<file path="src/design/ssca_pkg.sv">
// ----------------------------------------------------------------------------
// ssca_pkg
// Shared constants and types for the shadow slot cache allocator.
// ----------------------------------------------------------------------------
`default_nettype none

package ssca_pkg;

   localparam int SLOTS_DEFAULT = 8;

   localparam int MAC_OP_W = 33;
   localparam int ACC_W    = 2 * MAC_OP_W;

   localparam logic [3:0]  SLOT_COUNT_RESET       = 4'd8;
   localparam logic [15:0] RADIUS_SCALE_RESET     = 16'd256;
   localparam logic [15:0] RADIUS_TOLERANCE_RESET = 16'd16;
   localparam logic [15:0] ANGLE_THRESHOLD_RESET  = 16'd65470;

   localparam logic [1:0] CSR_SLOT_COUNT       = 2'd0;
   localparam logic [1:0] CSR_RADIUS_SCALE     = 2'd1;
   localparam logic [1:0] CSR_RADIUS_TOLERANCE = 2'd2;
   localparam logic [1:0] CSR_ANGLE_THRESHOLD  = 2'd3;

   localparam logic KIND_REQUEST = 1'b0;
   localparam logic KIND_AGING   = 1'b1;

   typedef struct packed {
      logic enable;
      logic accum;
   } mac_ctrl_type;

endpackage

`default_nettype wire

</file>
<file path="src/design/ssca_mac_unit.sv">
// ----------------------------------------------------------------------------
// ssca_mac_unit
// Shared signed multiply-accumulate unit with a registered accumulator.
// ----------------------------------------------------------------------------
`default_nettype none

module ssca_mac_unit import ssca_pkg::*;
(
   input  wire logic                       clock,
   input  wire mac_ctrl_type               ctrl,
   input  wire logic signed [MAC_OP_W-1:0] op_a,
   input  wire logic signed [MAC_OP_W-1:0] op_b,
   output      logic signed [ACC_W-1:0]    acc
);

   logic signed [ACC_W-1:0] product;
   logic signed [ACC_W-1:0] acc_ff;
   logic signed [ACC_W-1:0] acc_in;

   assign product = op_a * op_b;

   always_comb begin
      acc_in = acc_ff;
      if (ctrl.enable) begin
         acc_in = (ctrl.accum ? acc_ff : '0) + product;
      end
   end

   always_ff @(posedge clock) begin
      acc_ff <= acc_in;
   end

   assign acc = acc_ff;

endmodule

`default_nettype wire
</file>
<file path="config.mk">
export PLATFORM = sky130hd
export DESIGN_NAME = ssca_mac_unit
export DESIGN_NICKNAME = d
export VERILOG_FILES = /design/src/design/ssca_pkg.sv /design/src/design/ssca_mac_unit.sv
export SDC_FILE = /design/constraint.sdc
export NUM_CORES = 2
export LEC_CHECK = 0
export ABC_CLOCK_PERIOD_IN_PS = 10200
export CELL_PAD_IN_SITES_DETAIL_PLACEMENT = 1
export CELL_PAD_IN_SITES_GLOBAL_PLACEMENT = 1
export CORE_UTILIZATION = 40
export DETAILED_ROUTE_END_ITERATION = 8
export DONT_BUFFER_PORTS = 1
export HOLD_SLACK_MARGIN = 0.05
export PLACE_DENSITY_LB_ADDON = 0.1
export SETUP_SLACK_MARGIN = 0.3
export SYNTH_ARGS = -nofsm -noshare
export SYNTH_HDL_FRONTEND = slang
export SYNTH_SLANG_ARGS = --single-unit
</file>
<file path="constraint.sdc">
create_clock -name clock -period 10.2 [get_ports clock]
set_clock_uncertainty 0.15 [all_clocks]
set_input_delay 1.53 -clock clock [delete_from_list [all_inputs] [get_ports clock]]
set_output_delay 1.53 -clock clock [all_outputs]
set_load 0.02 [all_outputs]
</file>
==> flow_metrics.env <==
export IMPL_grt_pass1_wl_mm=215.4
export IMPL_synth_top_area_frac=0.5622
export IMPL_final_net_count=6037
export IMPL_setup_slack_ps=1054
export IMPL_tightestPinTransition_ps=875.1
export IMPL_area_growth_synth_to_final_pct=3.221
export IMPL_grt_max_degree=67
export IMPL_numCtsBuffers=9
export IMPL_cts_tree="built"
export IMPL_synth_ff_latch_count=66
export IMPL_drv_cap=0
export IMPL_drt_wirelength_per_cell_microns=22.57
export IMPL_worst_setup_path_type="in2reg"
export IMPL_routabilityCongestion=0.8181
export IMPL_detailed_place_hpwl_mm=112.1
export IMPL_grt_overflow=0
export IMPL_cts_htree_levels=3
export IMPL_status="completed"
export IMPL_placement_io_buffers=0
export IMPL_fill_cells=12590
export IMPL_cts_post_setup_buffers_inserted=0
export IMPL_total_number_of_vias=29480
export IMPL_final_period_minus_worst_setup_slack_ps=9146
export IMPL_worst_endpoint_arrival_ps=9110
export IMPL_floorplan_core_area_sq_um=109600
export IMPL_route_antenna_remaining_nets=0
export IMPL_synth_sequential_area_ratio=0.04456
export IMPL_syn_inst=4679
export IMPL_layout_drive_gt1_share=0.01158
export IMPL_area_of_the_die_sq_um=112500
export IMPL_finalMaxSlewViolations=0
export IMPL_cts_resized=0
export IMPL_asyncSetResetFlopFracSynth=0
export IMPL_detailedPlace_worstSlack_ps=722.3
export IMPL_antenna_found_initial=8
export IMPL_fin_crit_sh=0.8966
export IMPL_critical_path_required_ps=10160
export IMPL_io_pin_count=135
export IMPL_postSynthNetCount=6230
export IMPL_syn_area_sq_um=44480
export IMPL_crit_path_max_fanout=33
export IMPL_worst_skew_pair_late_latency_ps=370
export IMPL_number_of_flip_flops_under_the_largest_register_name=66
export IMPL_drc=0
export IMPL_finalSetupViolCount=0
export IMPL_clockBufferDepth=2
export IMPL_area_leader_netlist="sky130_fd_sc_hd__fa_1"
export IMPL_achievable_frequency_mhz=109.3
export IMPL_post_synth_top_count_cell="sky130_fd_sc_hd__inv_1"
export IMPL_synth_area_top_cells="sky130_fd_sc_hd__fa_1, sky130_fd_sc_hd__inv_1, sky130_fd_sc_hd__and2_1"
export IMPL_number_of_standard_cells_in_the_layout_taps_in_and_fillers_out=5969
export IMPL_clkTransAtPathRegs_ps=70
export IMPL_aggregate_global_route_resource_usage=0.2558
export IMPL_die_h_microns=335.5
export IMPL_synth_enable_flop_cells=66
export IMPL_worst_setup_path_end_kind="register"
export IMPL_hold_violations=0
export IMPL_start_util=0.4058
export IMPL_setup_tns_ps=0
export IMPL_first_iter_violations=1436
export IMPL_dieWidth_microns=335.5
export IMPL_drt_vias_per_instance=4.939
export IMPL_start_kind="primary input"
export IMPL_rsz0062_at_grt="no"
export IMPL_synth_distinct_cells=67
export IMPL_routed_wire_length_mm=134.7
export IMPL_slew_headroom=0.4149
export IMPL_cts_hold_buffers=0
export IMPL_cts_sink_count=66
export IMPL_hold_class="reg2reg"
export IMPL_placement_rows=121
export IMPL_synth_yosys_warnings=0
export IMPL_syn_area_per_cell_sq_um=9.505
export IMPL_drt_pass1_iterations=5
export IMPL_dominantRegCellSynth="sky130_fd_sc_hd__edfxtp_1"
export IMPL_post_synth_most_frequent_cells="sky130_fd_sc_hd__inv_1, sky130_fd_sc_hd__fa_1, sky130_fd_sc_hd__and2_1"
export IMPL_grt_pass1_vias=34220
export IMPL_dpl_cell_count=5951
export IMPL_root_buffer="sky130_fd_sc_hd__clkbuf_16"
export IMPL_final_util=0.4188
-- worst paths after layout --
path              cells past startpoint  slack [ps]       to      from
setup / recovery                     26        1050  acc[65]  op_a[23]
setup reg to reg                     23        2410  acc[65]   acc[23]
hold / removal                        2         720   acc[0]    acc[0]
hold reg to reg                       2         720   acc[0]    acc[0]
-- cell families after synthesis --
kind of cell | count (synthesis) | share of synthesized area
DFF | 66 | 0.04456
and+or+nand+nor | 1316 | 0.1514
adders and majority gates | 1482 | 0.6278
AOI/OAI and AO/OA | 202 | 0.03106
xor gates and xnor gates | 80 | 0.01575
buffers and inverters | 1533 | 0.1295
-- area by class of cell --
cell class,instances,area (sq um),area share
Multi-Input combinational cell,3080,36730,0.8001
Inverter,1317,4943,0.1077
Sequential cell,66,1982,0.04317
Tap cell,1476,1847,0.04023
Clock buffer,9,225.2,0.004906
Timing Repair Buffer,12,90.09,0.001962
Clock inverter,7,82.58,0.001799
Antenna cell,2,5.005,0.0001090
-- critical path: stages --
cell	delay [ps]
sky130_fd_sc_hd__and2_1	160
sky130_fd_sc_hd__fa_1	530
sky130_fd_sc_hd__inv_1	50
sky130_fd_sc_hd__fa_1	570
sky130_fd_sc_hd__inv_1	70
sky130_fd_sc_hd__fa_1	580
sky130_fd_sc_hd__inv_1	90
sky130_fd_sc_hd__fa_1	510
sky130_fd_sc_hd__fa_1	520
sky130_fd_sc_hd__inv_1	60
sky130_fd_sc_hd__fa_1	540
sky130_fd_sc_hd__fa_1	520
sky130_fd_sc_hd__inv_1	50
sky130_fd_sc_hd__fa_1	500
sky130_fd_sc_hd__inv_1	60
sky130_fd_sc_hd__ha_1	440
sky130_fd_sc_hd__and4_4	310
sky130_fd_sc_hd__nand4_1	130
sky130_fd_sc_hd__and4bb_1	370
sky130_fd_sc_hd__o31ai_2	100
sky130_fd_sc_hd__a31oi_2	490
sky130_fd_sc_hd__o211ai_2	170
sky130_fd_sc_hd__a31oi_2	340
sky130_fd_sc_hd__a211oi_1	130
sky130_fd_sc_hd__o21bai_1	170
sky130_fd_sc_hd__xnor2_1	70
-- placed cells by master (no fill, tap or decap), types with 7 or more instances in the layout --
cell type / instances
sky130_fd_sc_hd__and3_1: 8
sky130_fd_sc_hd__nand3_1: 16
sky130_fd_sc_hd__xor2_1: 19
sky130_fd_sc_hd__a21oi_1: 70
sky130_fd_sc_hd__and2_1: 632
sky130_fd_sc_hd__a21o_1: 21
sky130_fd_sc_hd__xnor2_1: 61
sky130_fd_sc_hd__inv_1: 1317
sky130_fd_sc_hd__o21ai_0: 30
sky130_fd_sc_hd__nor2_1: 59
sky130_fd_sc_hd__o21bai_1: 14
sky130_fd_sc_hd__buf_4: 12
sky130_fd_sc_hd__nor3_1: 7
sky130_fd_sc_hd__nand4_1: 12
sky130_fd_sc_hd__nand2b_1: 16
sky130_fd_sc_hd__fa_1: 1249
sky130_fd_sc_hd__clkbuf_16: 9
sky130_fd_sc_hd__ha_1: 233
sky130_fd_sc_hd__nand2_1: 548
sky130_fd_sc_hd__edfxtp_1: 66
-- routing by layer --
metal / vias to the layer above / track usage / part of all wire
met2: 565 / 0.3731 / 0.42
met3: 77 / 0.03921 / 0.055
li1: 12800 / - / -
met1: 16040 / 0.4059 / 0.51
met4: 2 / 0.03439 / 0.012
met5: - / 0 / 0.000097
-- stage by stage --
step                      hold slack [ps]  cell area [sq um]
final                               720.9              45910
after global routing                778.0              45900
after CTS                           746.0              45900
after detailed placement            726.6              45600
after global placement              719.2              45600
after floorplan                     646.0              44480
Power is not shown: default switching activity piles up to over one toggle a cycle in this logic, so the estimate is an artifact.
